$ cat src/sv/cttok_pkg.sv
// Package for the configuration text tokenizer.
// Event, token and mode codes, the queued job record and position constants.
// No dependencies.
package cttok_pkg;

  localparam int POS_WIDTH = 16;
  localparam logic [POS_WIDTH-1:0] POS_MAX = {POS_WIDTH{1'b1}};
  localparam logic [POS_WIDTH-1:0] POS_ONE = {{(POS_WIDTH-1){1'b0}}, 1'b1};
  localparam int JQ_DEPTH = 4;
  localparam int JQ_AW = $clog2(JQ_DEPTH);
  localparam int MAX_EV = 4;

  localparam logic [7:0] CH_TAB = 8'h09;
  localparam logic [7:0] CH_LF = 8'h0A;
  localparam logic [7:0] CH_CR = 8'h0D;
  localparam logic [7:0] CH_SPACE = 8'h20;
  localparam logic [7:0] CH_QUOTE = 8'h22;
  localparam logic [7:0] CH_HASH = 8'h23;
  localparam logic [7:0] CH_SEMI = 8'h3B;
  localparam logic [7:0] CH_BSLASH = 8'h5C;
  localparam logic [7:0] CH_LBRACE = 8'h7B;
  localparam logic [7:0] CH_RBRACE = 8'h7D;

  typedef enum logic [1:0] {
    EV_BEGIN = 2'd0,
    EV_TEXT  = 2'd1,
    EV_END   = 2'd2,
    EV_EOI   = 2'd3
  } ev_kind_t;

  typedef enum logic [2:0] {
    TT_IDENT  = 3'd0,
    TT_STRING = 3'd1,
    TT_LBRACE = 3'd2,
    TT_RBRACE = 3'd3,
    TT_SEMI   = 3'd4
  } tok_type_t;

  typedef enum logic [2:0] {
    MODE_IDLE    = 3'd0,
    MODE_COMMENT = 3'd1,
    MODE_IDENT   = 3'd2,
    MODE_STRING  = 3'd3,
    MODE_ESCAPE  = 3'd4
  } mode_t;

  typedef struct packed {
    ev_kind_t  kind;
    tok_type_t ttype;
    logic [7:0] tbyte;
  } event_t;

  // one accepted byte's worth of events; position is shared by begin / EOI
  typedef struct packed {
    logic [2:0]            n;
    event_t [MAX_EV-1:0]   ev;
    logic [POS_WIDTH-1:0]  line;
    logic [POS_WIDTH-1:0]  col;
  } job_t;

  function automatic event_t mk_ev(ev_kind_t k, tok_type_t t, logic [7:0] b);
    event_t e;
    e.kind = k;
    e.ttype = t;
    e.tbyte = b;
    return e;
  endfunction

endpackage

$ cat src/sv/cttok_front.sv
// Tokenizer front: accepts bytes, tracks mode, line and column, and builds
// one job of up to four events per byte. Depends on cttok_pkg.
module cttok_front (
  input  logic              clk,
  input  logic              rst_n,
  input  logic              accept_i,
  input  logic [7:0]        byte_i,
  input  logic              eot_i,
  output logic              push_o,
  output cttok_pkg::job_t   job_o
);
  import cttok_pkg::*;

  mode_t mode_r, mode_nxt;
  logic [POS_WIDTH-1:0] line_r, line_nxt, col_r, col_nxt;
  logic [POS_WIDTH-1:0] col_inc, line_inc;
  logic is_ident, is_blank, is_lf, is_quote, is_bs;
  mode_t idle_mode;
  tok_type_t single_tt;
  logic do_idle;
  job_t job_c;

  assign is_ident = (byte_i >= 8'h30 && byte_i <= 8'h39) ||
                    (byte_i >= 8'h41 && byte_i <= 8'h5A) ||
                    (byte_i >= 8'h61 && byte_i <= 8'h7A) ||
                    byte_i == 8'h5F || byte_i == 8'h2E || byte_i == 8'h2F ||
                    byte_i == 8'h2D || byte_i == 8'h3A;
  assign is_blank = byte_i == CH_SPACE || byte_i == CH_TAB || byte_i == CH_CR;
  assign is_lf    = byte_i == CH_LF;
  assign is_quote = byte_i == CH_QUOTE;
  assign is_bs    = byte_i == CH_BSLASH;
  assign col_inc  = (col_r == POS_MAX) ? col_r : col_r + POS_ONE;
  assign line_inc = (line_r == POS_MAX) ? line_r : line_r + POS_ONE;

  always_comb begin
    if (byte_i == CH_HASH) begin
      idle_mode = MODE_COMMENT;
    end else if (is_quote) begin
      idle_mode = MODE_STRING;
    end else if (is_ident) begin
      idle_mode = MODE_IDENT;
    end else begin
      idle_mode = MODE_IDLE;
    end
  end

  always_comb begin
    if (byte_i == CH_LBRACE) begin
      single_tt = TT_LBRACE;
    end else if (byte_i == CH_RBRACE) begin
      single_tt = TT_RBRACE;
    end else begin
      single_tt = TT_SEMI;
    end
  end

  // next state
  always_comb begin
    mode_nxt = mode_r;
    if (eot_i) begin
      mode_nxt = MODE_IDLE;
    end else begin
      case (mode_r)
        MODE_COMMENT: mode_nxt = is_lf ? MODE_IDLE : MODE_COMMENT;
        MODE_IDENT:   mode_nxt = is_ident ? MODE_IDENT : idle_mode;
        MODE_STRING: begin
          if (is_quote) begin
            mode_nxt = MODE_IDLE;
          end else if (is_bs) begin
            mode_nxt = MODE_ESCAPE;
          end else begin
            mode_nxt = MODE_STRING;
          end
        end
        MODE_ESCAPE:  mode_nxt = MODE_STRING;
        default:      mode_nxt = idle_mode;
      endcase
    end
  end

  // events and positions
  always_comb begin
    job_c = '0;
    job_c.line = line_r;
    job_c.col = col_r;
    line_nxt = line_r;
    col_nxt = col_r;
    do_idle = 1'b0;
    if (eot_i) begin
      case (mode_r)
        MODE_IDENT: begin
          job_c.ev[job_c.n[1:0]] = mk_ev(EV_END, TT_IDENT, 8'h00);
          job_c.n = job_c.n + 3'd1;
        end
        MODE_STRING: begin
          job_c.ev[job_c.n[1:0]] = mk_ev(EV_END, TT_STRING, 8'h00);
          job_c.n = job_c.n + 3'd1;
        end
        MODE_ESCAPE: begin
          job_c.ev[job_c.n[1:0]] = mk_ev(EV_TEXT, TT_STRING, CH_BSLASH);
          job_c.n = job_c.n + 3'd1;
          job_c.ev[job_c.n[1:0]] = mk_ev(EV_END, TT_STRING, 8'h00);
          job_c.n = job_c.n + 3'd1;
        end
        default: ;
      endcase
      job_c.ev[job_c.n[1:0]] = mk_ev(EV_EOI, TT_IDENT, 8'h00);
      job_c.n = job_c.n + 3'd1;
    end else begin
      case (mode_r)
        MODE_COMMENT: begin
          if (is_lf) begin
            line_nxt = line_inc;
            col_nxt = POS_ONE;
          end else begin
            col_nxt = col_inc;
          end
        end
        MODE_IDENT: begin
          if (is_ident) begin
            job_c.ev[job_c.n[1:0]] = mk_ev(EV_TEXT, TT_IDENT, byte_i);
            job_c.n = job_c.n + 3'd1;
            col_nxt = col_inc;
          end else begin
            job_c.ev[job_c.n[1:0]] = mk_ev(EV_END, TT_IDENT, 8'h00);
            job_c.n = job_c.n + 3'd1;
            do_idle = 1'b1;
          end
        end
        MODE_STRING: begin
          if (is_quote) begin
            job_c.ev[job_c.n[1:0]] = mk_ev(EV_END, TT_STRING, 8'h00);
            job_c.n = job_c.n + 3'd1;
          end else if (!is_bs) begin
            job_c.ev[job_c.n[1:0]] = mk_ev(EV_TEXT, TT_STRING, byte_i);
            job_c.n = job_c.n + 3'd1;
          end
          col_nxt = col_inc;
        end
        MODE_ESCAPE: begin
          if (!is_quote && !is_bs) begin
            job_c.ev[job_c.n[1:0]] = mk_ev(EV_TEXT, TT_STRING, CH_BSLASH);
            job_c.n = job_c.n + 3'd1;
          end
          job_c.ev[job_c.n[1:0]] = mk_ev(EV_TEXT, TT_STRING, byte_i);
          job_c.n = job_c.n + 3'd1;
          col_nxt = col_inc;
        end
        default: do_idle = 1'b1;
      endcase
      if (do_idle) begin
        if (is_lf) begin
          line_nxt = line_inc;
          col_nxt = POS_ONE;
        end else if (is_blank || byte_i == CH_HASH) begin
          col_nxt = col_inc;
        end else if (byte_i == CH_LBRACE || byte_i == CH_RBRACE ||
                     byte_i == CH_SEMI) begin
          job_c.ev[job_c.n[1:0]] = mk_ev(EV_BEGIN, single_tt, 8'h00);
          job_c.n = job_c.n + 3'd1;
          job_c.ev[job_c.n[1:0]] = mk_ev(EV_END, single_tt, 8'h00);
          job_c.n = job_c.n + 3'd1;
          col_nxt = col_inc;
        end else if (is_quote) begin
          job_c.ev[job_c.n[1:0]] = mk_ev(EV_BEGIN, TT_STRING, 8'h00);
          job_c.n = job_c.n + 3'd1;
          col_nxt = col_inc;
        end else begin
          job_c.ev[job_c.n[1:0]] = mk_ev(EV_BEGIN, TT_IDENT, 8'h00);
          job_c.n = job_c.n + 3'd1;
          job_c.ev[job_c.n[1:0]] = mk_ev(EV_TEXT, TT_IDENT, byte_i);
          job_c.n = job_c.n + 3'd1;
          if (!is_ident) begin
            // stray byte: one-byte identifier
            job_c.ev[job_c.n[1:0]] = mk_ev(EV_END, TT_IDENT, 8'h00);
            job_c.n = job_c.n + 3'd1;
          end
          col_nxt = col_inc;
        end
      end
    end
  end

  assign job_o  = job_c;
  assign push_o = accept_i && (job_c.n != 3'd0);

  always_ff @(posedge clk) begin
    if (!rst_n) begin
      mode_r <= MODE_IDLE;
      line_r <= POS_ONE;
      col_r  <= POS_ONE;
    end else if (accept_i) begin
      mode_r <= mode_nxt;
      line_r <= line_nxt;
      col_r  <= col_nxt;
    end
  end

endmodule

$ cat src/sv/cttok_jobq.sv
// Short job queue between tokenizer front and back.
// Register array with read and write pointers. Depends on cttok_pkg.
module cttok_jobq (
  input  logic              clk,
  input  logic              rst_n,
  input  logic              push_i,
  input  cttok_pkg::job_t   job_i,
  input  logic              pop_i,
  output logic              full_o,
  output logic              empty_o,
  output cttok_pkg::job_t   head_o
);
  import cttok_pkg::*;

  job_t mem [JQ_DEPTH];
  logic [JQ_AW-1:0] wr_r, wr_nxt, rd_r, rd_nxt;
  logic [JQ_AW:0]   cnt_r, cnt_nxt;

  assign full_o  = cnt_r == (JQ_AW+1)'(JQ_DEPTH);
  assign empty_o = cnt_r == '0;
  assign head_o  = mem[rd_r];

  always_comb begin
    wr_nxt = push_i ? wr_r + 1'b1 : wr_r;
    rd_nxt = pop_i ? rd_r + 1'b1 : rd_r;
    cnt_nxt = cnt_r + (JQ_AW+1)'(push_i) - (JQ_AW+1)'(pop_i);
  end

  always_ff @(posedge clk) begin
    if (!rst_n) begin
      wr_r  <= '0;
      rd_r  <= '0;
      cnt_r <= '0;
    end else begin
      wr_r  <= wr_nxt;
      rd_r  <= rd_nxt;
      cnt_r <= cnt_nxt;
    end
  end

  always_ff @(posedge clk) begin
    if (push_i) begin
      mem[wr_r] <= job_i;
    end
  end

`ifndef NO_ASSERTIONS
  a_cnt_bound: assert property (@(posedge clk) disable iff (!rst_n)
    cnt_r <= (JQ_AW+1)'(JQ_DEPTH))
    else $error("job queue count overflow");
  a_no_pop_empty: assert property (@(posedge clk) disable iff (!rst_n)
    pop_i |-> !empty_o)
    else $error("pop from empty job queue");
  a_no_push_full: assert property (@(posedge clk) disable iff (!rst_n)
    push_i && !pop_i |-> !full_o)
    else $error("push into full job queue");
  a_job_size: assert property (@(posedge clk) disable iff (!rst_n)
    push_i |-> job_i.n != 3'd0 && job_i.n <= 3'(MAX_EV))
    else $error("bad job event count");
  a_cnt_step: assert property (@(posedge clk) disable iff (!rst_n)
    push_i && !pop_i |=> cnt_r == $past(cnt_r) + 1'b1)
    else $error("job queue count did not advance");
`endif

endmodule

$ cat src/sv/cttok_back.sv
// Tokenizer back: walks the events of the head job one per cycle, while the
// result is popped or empty, into the result register. Uses cttok_pkg.
module cttok_back (
  input  logic                            clk,
  input  logic                            rst_n,
  input  logic                            q_empty_i,
  input  cttok_pkg::job_t                 head_i,
  output logic                            q_pop_o,
  input  logic                            pop_i,
  output logic                            valid_o,
  output logic [1:0]                      kind_o,
  output logic [2:0]                      ttype_o,
  output logic [cttok_pkg::POS_WIDTH-1:0] line_o,
  output logic [cttok_pkg::POS_WIDTH-1:0] col_o,
  output logic [7:0]                      tbyte_o,
  output logic                            last_o
);
  import cttok_pkg::*;

  logic [1:0] idx_r, idx_nxt;
  logic valid_r, valid_nxt;
  logic load, last_ev, has_pos;
  event_t ev;
  ev_kind_t kind_r;
  tok_type_t ttype_r;
  logic [POS_WIDTH-1:0] line_r, col_r;
  logic [7:0] tbyte_r;
  logic last_r;

  assign load    = (!valid_r || pop_i) && !q_empty_i;
  assign ev      = head_i.ev[idx_r];
  assign last_ev = ({1'b0, idx_r} + 3'd1) == head_i.n;
  assign has_pos = ev.kind == EV_BEGIN || ev.kind == EV_EOI;
  assign q_pop_o = load && last_ev;

  always_comb begin
    idx_nxt = idx_r;
    valid_nxt = valid_r;
    if (load) begin
      idx_nxt = last_ev ? 2'd0 : idx_r + 2'd1;
      valid_nxt = 1'b1;
    end else if (pop_i) begin
      valid_nxt = 1'b0;
    end
  end

  always_ff @(posedge clk) begin
    if (!rst_n) begin
      idx_r   <= '0;
      valid_r <= 1'b0;
    end else begin
      idx_r   <= idx_nxt;
      valid_r <= valid_nxt;
    end
  end

  always_ff @(posedge clk) begin
    if (load) begin
      kind_r  <= ev.kind;
      ttype_r <= ev.ttype;
      tbyte_r <= ev.tbyte;
      line_r  <= has_pos ? head_i.line : '0;
      col_r   <= has_pos ? head_i.col : '0;
      last_r  <= last_ev;
    end
  end

  assign valid_o = valid_r;
  assign kind_o  = kind_r;
  assign ttype_o = ttype_r;
  assign line_o  = line_r;
  assign col_o   = col_r;
  assign tbyte_o = tbyte_r;
  assign last_o  = last_r;

`ifndef NO_ASSERTIONS
  a_idx_in_job: assert property (@(posedge clk) disable iff (!rst_n)
    !q_empty_i |-> {1'b0, idx_r} < head_i.n)
    else $error("event index past end of job");
  a_hold: assert property (@(posedge clk) disable iff (!rst_n)
    valid_r && !pop_i |=> valid_r && $stable(kind_r) && $stable(tbyte_r))
    else $error("result changed while stalled");
  a_pop_on_last: assert property (@(posedge clk) disable iff (!rst_n)
    q_pop_o |-> last_ev)
    else $error("job retired before its last event");
`endif

endmodule

$ cat src/sv/config_text_tokenizer.sv
// Top level of the configuration text tokenizer: front, job queue and back.
// Depends on cttok_pkg, cttok_front, cttok_jobq, cttok_back.
//
//   channel  | handshake          | payload
//   ---------+--------------------+----------------------------------------
//   input    | push / full        | in_byte, in_end_of_text
//   result   | empty / pop        | out_event_kind, out_token_type,
//            |                    | out_start_line, out_start_column,
//            |                    | out_text_byte, out_last_result
//
// A byte is taken at every edge while the four-entry job queue has room.
// Each byte yields zero to four words, sent one per cycle by the back stage
// while the result is popped or empty. With the back stage idle, the first
// word passes from its byte through the job queue into the result register.
// Reset: mode between tokens, line and column 1, queues empty.
// full rises when the job queue fills: behind a stalled pop, or behind a run
// of bytes that yield more than one word each.
module config_text_tokenizer (
  input  logic                            clk,
  input  logic                            rst_n,
  input  logic                            push,
  output logic                            full,
  input  logic [7:0]                      in_byte,
  input  logic                            in_end_of_text,
  output logic                            empty,
  input  logic                            pop,
  output logic [1:0]                      out_event_kind,
  output logic [2:0]                      out_token_type,
  output logic [cttok_pkg::POS_WIDTH-1:0] out_start_line,
  output logic [cttok_pkg::POS_WIDTH-1:0] out_start_column,
  output logic [7:0]                      out_text_byte,
  output logic                            out_last_result
);
  import cttok_pkg::*;

  logic accept, f_push, q_full, q_empty, q_pop, b_valid;
  job_t f_job, q_head;

  assign accept = push && !q_full;
  assign full   = q_full;
  assign empty  = !b_valid;

  cttok_front u_front (
    .clk      (clk),
    .rst_n    (rst_n),
    .accept_i (accept),
    .byte_i   (in_byte),
    .eot_i    (in_end_of_text),
    .push_o   (f_push),
    .job_o    (f_job)
  );

  cttok_jobq u_jobq (
    .clk     (clk),
    .rst_n   (rst_n),
    .push_i  (f_push),
    .job_i   (f_job),
    .pop_i   (q_pop),
    .full_o  (q_full),
    .empty_o (q_empty),
    .head_o  (q_head)
  );

  cttok_back u_back (
    .clk       (clk),
    .rst_n     (rst_n),
    .q_empty_i (q_empty),
    .head_i    (q_head),
    .q_pop_o   (q_pop),
    .pop_i     (pop && b_valid),
    .valid_o   (b_valid),
    .kind_o    (out_event_kind),
    .ttype_o   (out_token_type),
    .line_o    (out_start_line),
    .col_o     (out_start_column),
    .tbyte_o   (out_text_byte),
    .last_o    (out_last_result)
  );

endmodule

$ cat config.mk
export PLATFORM = sky130hd
export DESIGN_NAME = config_text_tokenizer
export DESIGN_NICKNAME = d
export VERILOG_FILES = /design/src/sv/cttok_pkg.sv /design/src/sv/cttok_front.sv /design/src/sv/cttok_jobq.sv /design/src/sv/cttok_back.sv /design/src/sv/config_text_tokenizer.sv
export SDC_FILE = /design/constraint.sdc
export NUM_CORES = 1
export LEC_CHECK = 0
export ABC_AREA = 1
export BUFFER_PORTS_ARGS = -buffer_cell sky130_fd_sc_hd__buf_2
export CAP_MARGIN = 20
export CORE_ASPECT_RATIO = 1.25
export CORE_MARGIN = 2
export CORE_UTILIZATION = 35
export CTS_BUF_LIST = sky130_fd_sc_hd__clkbuf_4 sky130_fd_sc_hd__clkbuf_8
export DETAILED_ROUTE_END_ITERATION = 8
export GPL_ROUTABILITY_DRIVEN = 0
export GPL_TIMING_DRIVEN = 0
export PLACE_DENSITY = 0.58
export SYNTH_ARGS = -nofsm -noshare
export SYNTH_HDL_FRONTEND = slang
export SYNTH_SLANG_ARGS = --single-unit
$ cat constraint.sdc
create_clock -name clk -period 20.5 [get_ports clk]
set_input_delay 5.125 -clock clk [delete_from_list [all_inputs] [get_ports clk]]
set_output_delay 5.125 -clock clk [all_outputs]
set_load 0.02 [all_outputs]
==> insert_results.sql, run 1 <==
INSERT INTO impl_metrics (metric_group, metric, value, unit) VALUES
('clock_network', 'clk_transition_reported_paths', '0.06', 'ns'),
('floorplanning', 'dieArea', '0.05574', 'mm^2'),
('floorplanning', 'dieHeight', '263.5', 'um'),
('synth', 'postSynth.asyncResetShare', '0', ''),
('route', 'dr_pass1_iterations', '7', ''),
('clock_network', 'clk-insertion-delay-late', '0.64', 'ns'),
('placement', 'total_placed_instance_area', '0.02035', 'mm^2'),
('worst_setup_path', 'required', '20.79', 'ns'),
('sta', 'clock_skew', '0.05024', 'ns'),
('synth', 'mappedNetlistNets', '1704', ''),
('sta', 'finalHoldWorstSlack', '0.4661', 'ns'),
('synth', 'synth_area', '0.01885', 'mm^2'),
('placement', 'dpl_worst_slack', '10.67', 'ns'),
('synth', 'netlist_top_cells_count', '394 x sky130_fd_sc_hd__edfxtp_1, 333 x sky130_fd_sc_hd__nor2_1, 214 x sky130_fd_sc_hd__o21ai_0', ''),
('sta', 'setup_total_negative_slack', '0', 'ns'),
('worst_setup_path', 'critPathCaptureType', 'flip-flop', ''),
('pwr', 'power.static_leakage', '7.465', 'nW'),
('worst_setup_path', 'worst-path-max-fanout', '28', ''),
('sta', 'final_max_slew_viol_count', '0', ''),
('route', 'routed_wirelength', '51780', 'um'),
('global_route', 'grt_start_max_net_pins', '31', ''),
('clock_network', 'cts.htree.levels', '3', ''),
('floorplanning', 'core.rowCount', '95', ''),
('synth', 'synth.avg_cell_area', '11.29', 'um^2'),
('clock_network', 'postCtsHoldBufs', '0', ''),
('layout', 'count_of_fill_cells_added_during_filler_insertion', '5057', ''),
('route', 'post_drt_wl_per_cell', '20.38', 'um'),
('clock_network', 'tritoncts.num_buffers', '67', ''),
('worst_setup_path', 'critPathArrivalTime', '9.52', 'ns'),
('layout', 'layout.nets', '1846', ''),
('synth', 'synth-edff-count', '394', ''),
('route', 'initialDrtViolationCount', '1230', ''),
('route', 'ant_nets', '0', ''),
('outcome', 'outcome', 'finished, final reports clean', ''),
('synth', 'synthDistinctLibCells', '54', ''),
('global_route', 'grt_overflow', '0', ''),
('sta', 'finalCritPeriodShare', '0.4503', ''),
('global_route', 'grt_util_all_layers', '0.1858', ''),
('sta', 'minimum_setup_slack_in_the_final_design', '11.27', 'ns'),
('synth', 'synth_cells', '1669', ''),
('sta', 'rsz0062_at_grt', 'false', ''),
('worst_setup_path', 'timing.reg2reg.setup_slack', '15.63', 'ns'),
('sta', 'max-slew-margin-rel', '0.3979', ''),
('sta', 'setup_viol_count_final', '0', ''),
('synth', 'seq_area_frac_synth', '0.6776', ''),
('clock_network', 'postCtsSetupRepairBufs', '0', ''),
('worst_setup_path', 'crit_path_start_kind', 'input port', ''),
('synth', 'synth_largest_type_area_fraction', '0.6277', ''),
('layout', 'postLayoutCoreUtil', '0.4047', ''),
('clock_network', 'root_buffer', 'sky130_fd_sc_hd__clkbuf_8', ''),
('floorplanning', 'placeableCoreArea', '0.05349', 'mm^2'),
('synth', 'synth.ff_latch_count', '441', ''),
('layout', 'layout-drive-gt1-share', '0.1258', ''),
('clock_network', 'ctsLongestPathBuffers', '3', ''),
('layout', 'syn2layout_area_growth', '14.85', '%'),
('synth', 'synth_most_common_cell', 'sky130_fd_sc_hd__edfxtp_1', ''),
('pwr', 'power_density', '120.5', 'mW/mm^2'),
('pwr', 'peakVddDrop', '0.05393', 'mV'),
('clock_network', 'tritoncts', 'yes', ''),
('global_route', 'antenna_violations_before_repair', '1', ''),
('synth', 'synth.area.top_cells', 'sky130_fd_sc_hd__edfxtp_1 63%, sky130_fd_sc_hd__nor2_1 6.6%, sky130_fd_sc_hd__o21ai_0 5.7%, sky130_fd_sc_hd__dfxtp_1 5.0%, sky130_fd_sc_hd__nand2_1 3.1%', ''),
('clock_network', 'cts_repair_resized_insts', '0', ''),
('layout', 'final_cell_area', '0.02165', 'mm^2'),
('run', 'cap_violations', '0', ''),
('sta', 'tightestPinTransition', '0.9001', 'ns'),
('sta', 'finalHoldViolCount', '0', ''),
('synth', 'yosys_most_used_dff', 'sky130_fd_sc_hd__edfxtp_1', ''),
('sta', 'highest_clock_frequency_the_design_can_meet', '0.1083', 'GHz'),
('floorplanning', 'die_width', '211.6', 'um'),
('route', 'number_of_vias_per_cell_after_detailed_routing', '5.272', ''),
('floorplanning', 'ios', '61', '');
area by class of cell:
| type | instances | area, um^2 | share of cell area |
|---|---|---|---|
| timing repair buffer | 73 | 613.1 | 0.02832 |
| clock buffer | 96 | 1171 | 0.05410 |
| antenna | 1 | 2.502 | 0.0001156 |
| multi-input combinational | 1041 | 5395 | 0.2492 |
| clock inverter | 22 | 125.1 | 0.005780 |
| buffer | 78 | 306.5 | 0.01416 |
| sequential | 441 | 12770 | 0.5900 |
| tap | 679 | 849.6 | 0.03925 |
| inverter | 109 | 411.6 | 0.01902 |
per-layer routing:
layer	part of all wire	GRT usage	up-vias
met2	0.52	0.3313	536
met1	0.39	0.2210	6502
met3	0.063	0.02899	105
met4	0.031	0.07842	0
li1	-	-	6248
met5	0	0	-
critical path: stages:
cell and delay [ns]:
sky130_fd_sc_hd__buf_2 0.15, sky130_fd_sc_hd__inv_1 0.19, sky130_fd_sc_hd__nand2_1 0.08, sky130_fd_sc_hd__nor2_1 0.20, sky130_fd_sc_hd__nand3_1 0.21, sky130_fd_sc_hd__nand2_1 0.15
sky130_fd_sc_hd__nand2_1 0.09, sky130_fd_sc_hd__nand3_1 0.28, sky130_fd_sc_hd__inv_1 0.18, sky130_fd_sc_hd__ha_1 0.34, sky130_fd_sc_hd__inv_1 0.10, sky130_fd_sc_hd__nor2_1 0.07
sky130_fd_sc_hd__inv_1 0.13, sky130_fd_sc_hd__nand2_1 0.07, sky130_fd_sc_hd__nand2_1 0.07, sky130_fd_sc_hd__nand3_1 0.09, sky130_fd_sc_hd__nand2_1 0.21, sky130_fd_sc_hd__nor2_2 0.07
sky130_fd_sc_hd__nand2_2 0.12, sky130_fd_sc_hd__nand2_1 0.26, sky130_fd_sc_hd__nor2_4 0.76, sky130_fd_sc_hd__buf_12 0.29, sky130_fd_sc_hd__buf_12 0.24
sequential cells by signal (all words and copies together), names as in the netlist, 2 cells and up, named ones only:
name            flops
u_jobq.mem        348
u_back.col_o       16
u_back.line_o      16
u_front.col_r      16
u_front.line_r     16
u_back.tbyte_o      8
u_back.ttype_o      3
u_front.mode_r      3
u_jobq.cnt_r        3
u_back.idx_r        2
u_back.kind_o       2
u_jobq.rd_r         2
u_jobq.wr_r         2
final timing paths:
check                                       from                          end  cells past startpoint
setup / recovery                      in_byte[4]  u_jobq.mem[1][46]$_DFFE_PP_                     23
hold / removal       u_jobq.rd_r[1]$_SDFFE_PN0P_                    flip-flop                      2
setup reg to reg  u_front.mode_r[1]$_SDFFE_PN0P_  u_jobq.mem[1][46]$_DFFE_PP_                     21
hold reg to reg      u_jobq.rd_r[1]$_SDFFE_PN0P_                    flip-flop                      2
cell families after synthesis:
kind of cell	count (synthesis)	share of synthesized area
AND/OR/NAND/NOR	607	0.1391
flip-flops	441	0.6776
AO/OA/AOI/OAI	396	0.1227
buffers and inverters	187	0.03810
adder cells (fa/ha/maj)	22	0.01500
XOR/XNOR	16	0.007435
cells in the final DEF, fill, tap and decap left out, drive strengths merged:
| master | count |
|---|---|
| o31ai | 2 |
| diode | 1 |
| xor2 | 15 |
| a2bb2oi | 1 |
| a221oi | 2 |
| o221ai | 35 |
| a311oi | 1 |
| o21bai | 3 |
| nand4 | 9 |
| o21ai | 217 |
| a211oi | 2 |
| ha | 21 |
| fa | 1 |
| o22ai | 26 |
| nand3b | 4 |
| a32oi | 3 |
| a2111oi | 3 |
| or2 | 2 |
| o32ai | 1 |
| xnor2 | 1 |
| a21oi | 68 |
| a31oi | 2 |
| clkinvlp | 2 |
| inv | 110 |
| a22oi | 4 |
| o41ai | 1 |
| clkbuf | 169 |
| clkinv | 19 |
| nor3 | 27 |
| buf | 78 |
| o211ai | 24 |
| nor2 | 346 |
| dfxtp | 47 |
| nand2 | 168 |
| nor3b | 3 |
| edfxtp | 394 |
| o311a | 1 |
| nor4 | 6 |
| nand3 | 42 |
power breakdown:
part / switching [mW] / internal (mW)
combinational: 0.535 / 0.182
clock: 0.338 / 0.370
sequential: 0.0359 / 1.15
total: 0.909 / 1.70
per-stage QoR:
step	std cells	total power [mW]
6_report	2540	2.609
2_1_floorplan	1669	1.619
5_1_grt	2540	2.732
4_1_cts	2539	2.635
3_3_place_gp	2406	1.923
3_5_place_dp	2421	1.929
Note: power is estimated with default switching activity, not from simulation.
==> run 2, diff against run 1 <==
- PLACE_DENSITY: 0.58 -> 0.6
- clock period: 20.5 -> 8.3 ns (I/O delays scaled with it)
==> insert_results.sql, run 2 (synthesized netlist as in run 1, its figures left out) <==
INSERT INTO impl_metrics (metric_group, metric, value, unit) VALUES
('outcome', 'outcome', 'finished, final reports clean', ''),
('floorplanning', 'initial_utilization', '0.3524', ''),
('worst_setup_path', 'worst-path-max-fanout', '27', ''),
('sta', 'setup_total_negative_slack', '0', 'ns'),
('layout', 'register_area', '0.01277', 'mm^2'),
('route', 'routed_wirelength', '50530', 'um'),
('sta', 'min_period', '5.924', 'ns'),
('clock_network', 'cts.htree.levels', '3', ''),
('global_route', 'use_met2', '0.3179', ''),
('placement', 'detailed_place_hpwl', '34480', 'um'),
('global_route', 'grt_util_all_layers', '0.1826', ''),
('worst_setup_path', 'critPathCaptureType', 'flip-flop', ''),
('clock_network', 'postCtsSetupRepairBufs', '0', ''),
('floorplanning', 'core.rowCount', '95', ''),
('sta', 'finalCritPeriodShare', '0.7137', ''),
('run', 'cap_violations', '0', ''),
('route', 'via_count', '13440', ''),
('floorplanning', 'dieArea', '0.05574', 'mm^2'),
('worst_setup_path', 'critPathArrivalTime', '6.22', 'ns'),
('clock_network', 'clk-insertion-delay-late', '0.62', 'ns'),
('route', 'ant_nets', '0', ''),
('sta', 'finalHoldViolCount', '0', ''),
('clock_network', 'postCtsHoldBufs', '0', ''),
('layout', 'final_common_cell', 'sky130_fd_sc_hd__edfxtp_1', ''),
('global_route', 'use_met3', '0.02946', ''),
('clock_network', 'tritoncts', 'yes', ''),
('global_route', 'grt-busiest-layer', 'met2', ''),
('route', 'initialDrtViolationCount', '1232', ''),
('global_route', 'grt_start_max_net_pins', '33', ''),
('sta', 'setup_viol_count_final', '0', ''),
('worst_setup_path', 'crit_path_start_kind', 'input port', ''),
('layout', 'layout.nets', '1844', ''),
('placement', 'placement.io_buffers', '58', ''),
('worst_setup_path', 'timing.setup.critical_path_class', 'in -> reg', ''),
('min_path', 'class_of_the_tightest_hold_or_removal_check', 'reg -> reg', ''),
('clock_network', 'tritoncts.num_buffers', '66', ''),
('worst_setup_path', 'timing.reg2reg.setup_slack', '3.66', 'ns'),
('worst_setup_path', 'required', '8.59', 'ns'),
('global_route', 'antenna_violations_before_repair', '2', ''),
('global_route', 'grt_pass1_vias', '13310', ''),
('layout', 'count_of_fill_cells_added_during_filler_insertion', '5090', ''),
('pwr', 'power.static_leakage', '7.477', 'nW'),
('pwr', 'power_density', '298.9', 'mW/mm^2'),
('route', 'drt_drc_violations_left', '0', ''),
('clock_network', 'cts_repair_resized_insts', '0', ''),
('route', 'number_of_vias_per_cell_after_detailed_routing', '5.292', ''),
('clock_network', 'root_buffer', 'sky130_fd_sc_hd__clkbuf_8', ''),
('clock_network', 'clk_transition_reported_paths', '0.06', 'ns'),
('clock_network', 'ctsLongestPathBuffers', '3', ''),
('layout', 'multiInputGateArea', '0.005395', 'mm^2'),
('sta', 'highest_clock_frequency_the_design_can_meet', '0.1688', 'GHz'),
('floorplanning', 'ios', '61', ''),
('route', 'dr_pass1_iterations', '5', ''),
('floorplanning', 'dieHeight', '263.5', 'um'),
('route', 'post_drt_wl_per_cell', '19.90', 'um'),
('layout', 'largest_register_ffs', '348', ''),
('clock_network', 'clock-sinks', '441', ''),
('pwr', 'peakVddDrop', '0.1311', 'mV'),
('sta', 'final_max_slew_viol_count', '0', ''),
('sta', 'clock_skew', '0.02802', 'ns'),
('sta', 'max-slew-margin-rel', '0.3525', ''),
('global_route', 'first_pass_grt_wire_length', '77250', 'um'),
('sta', 'rsz0062_at_grt', 'false', ''),
('layout', 'most_used_cells_in_the_layout_excluding_fill_and_tap_cells', '394 x sky130_fd_sc_hd__edfxtp_1, 328 x sky130_fd_sc_hd__nor2_1, 214 x sky130_fd_sc_hd__o21ai_0', ''),
('layout', 'syn2layout_area_growth', '14.93', '%'),
('pwr', 'finalPower', '6.476', 'mW'),
('floorplanning', 'die_width', '211.6', 'um'),
('layout', 'top_register', 'u_jobq.mem', ''),
('global_route', 'global_route.usage.met1', '0.2182', ''),
('layout', 'layout-drive-gt1-share', '0.1291', ''),
('floorplanning', 'placeableCoreArea', '0.05349', 'mm^2'),
('sta', 'tightestPinTransition', '0.9679', 'ns'),
('global_route', 'grt_overflow', '0', '');
run 2: metal layers:
| layer | vias to the layer above | share of wire | wire [um] |
|---|---|---|---|
| met2 | 574 | 0.50 | 25460 |
| met3 | 125 | 0.060 | 3050 |
| met1 | 6467 | 0.39 | 19850 |
| met5 | - | 0.00026 | 13 |
| li1 | 6268 | - | - |
| met4 | 2 | 0.042 | 2145 |
run 2: worst paths after layout:
kind | startpoint | to | cells after the start
hold reg to reg | u_jobq.rd_r[1]$_SDFFE_PN0P_ | flip-flop | 2
setup reg to reg | u_front.mode_r[1]$_SDFFE_PN0P_ | u_jobq.mem[2][1]$_DFFE_PP_ | 21
setup / recovery | in_byte[4] | u_jobq.mem[2][1]$_DFFE_PP_ | 23
hold / removal | u_jobq.rd_r[1]$_SDFFE_PN0P_ | flip-flop | 2
run 2: area by class of cell:
type | instances | area share
timing repair buffer | 72 | 0.02669
sequential | 441 | 0.5896
clock buffer | 94 | 0.05366
clock inverter | 24 | 0.008491
inverter | 109 | 0.01900
buffer | 78 | 0.01415
antenna | 1 | 0.0001155
tap | 679 | 0.03922
multi-input combinational | 1041 | 0.2491
run 2: metrics by stage:
stage                     area [um^2]  utilization  setup WS, ns  std cells  hold WS [ns]
final                           21660       0.4050         2.376       2539        0.4848
after global routing            21660       0.4050         2.063       2539        0.5225
after CTS                       21660       0.4049         2.458       2538        0.4913
after detailed placement        20310       0.3798         1.832       2420        0.4677
after global placement          19990       0.3737        -4.003       2406        0.4541
after floorplan                 18850            -       0.06558       1669        0.4361
run 2: critical path, stage by stage:
cell and delay [ns]:
sky130_fd_sc_hd__buf_2 0.14, sky130_fd_sc_hd__inv_1 0.17, sky130_fd_sc_hd__nand2_1 0.08, sky130_fd_sc_hd__nor2_1 0.20, sky130_fd_sc_hd__nand3_1 0.22, sky130_fd_sc_hd__nand2_1 0.16, sky130_fd_sc_hd__nand2_1 0.09, sky130_fd_sc_hd__nand3_1 0.28
sky130_fd_sc_hd__inv_1 0.19, sky130_fd_sc_hd__ha_1 0.33, sky130_fd_sc_hd__inv_1 0.10, sky130_fd_sc_hd__nor2_1 0.06, sky130_fd_sc_hd__inv_1 0.14, sky130_fd_sc_hd__nand2_1 0.07, sky130_fd_sc_hd__nand2_1 0.07, sky130_fd_sc_hd__nand3_1 0.10
sky130_fd_sc_hd__nand2_1 0.21, sky130_fd_sc_hd__nor2_2 0.07, sky130_fd_sc_hd__nand2_2 0.11, sky130_fd_sc_hd__nand2_1 0.25, sky130_fd_sc_hd__nor2_4 0.52, sky130_fd_sc_hd__buf_12 0.29, sky130_fd_sc_hd__buf_12 0.24
run 2: power by group:
part           total [mW]  switching (mW)  internal [mW]
combinational        1.75            1.31          0.444
clock                1.80           0.824          0.972
sequential           2.93          0.0900           2.84
total                6.48            2.22           4.25
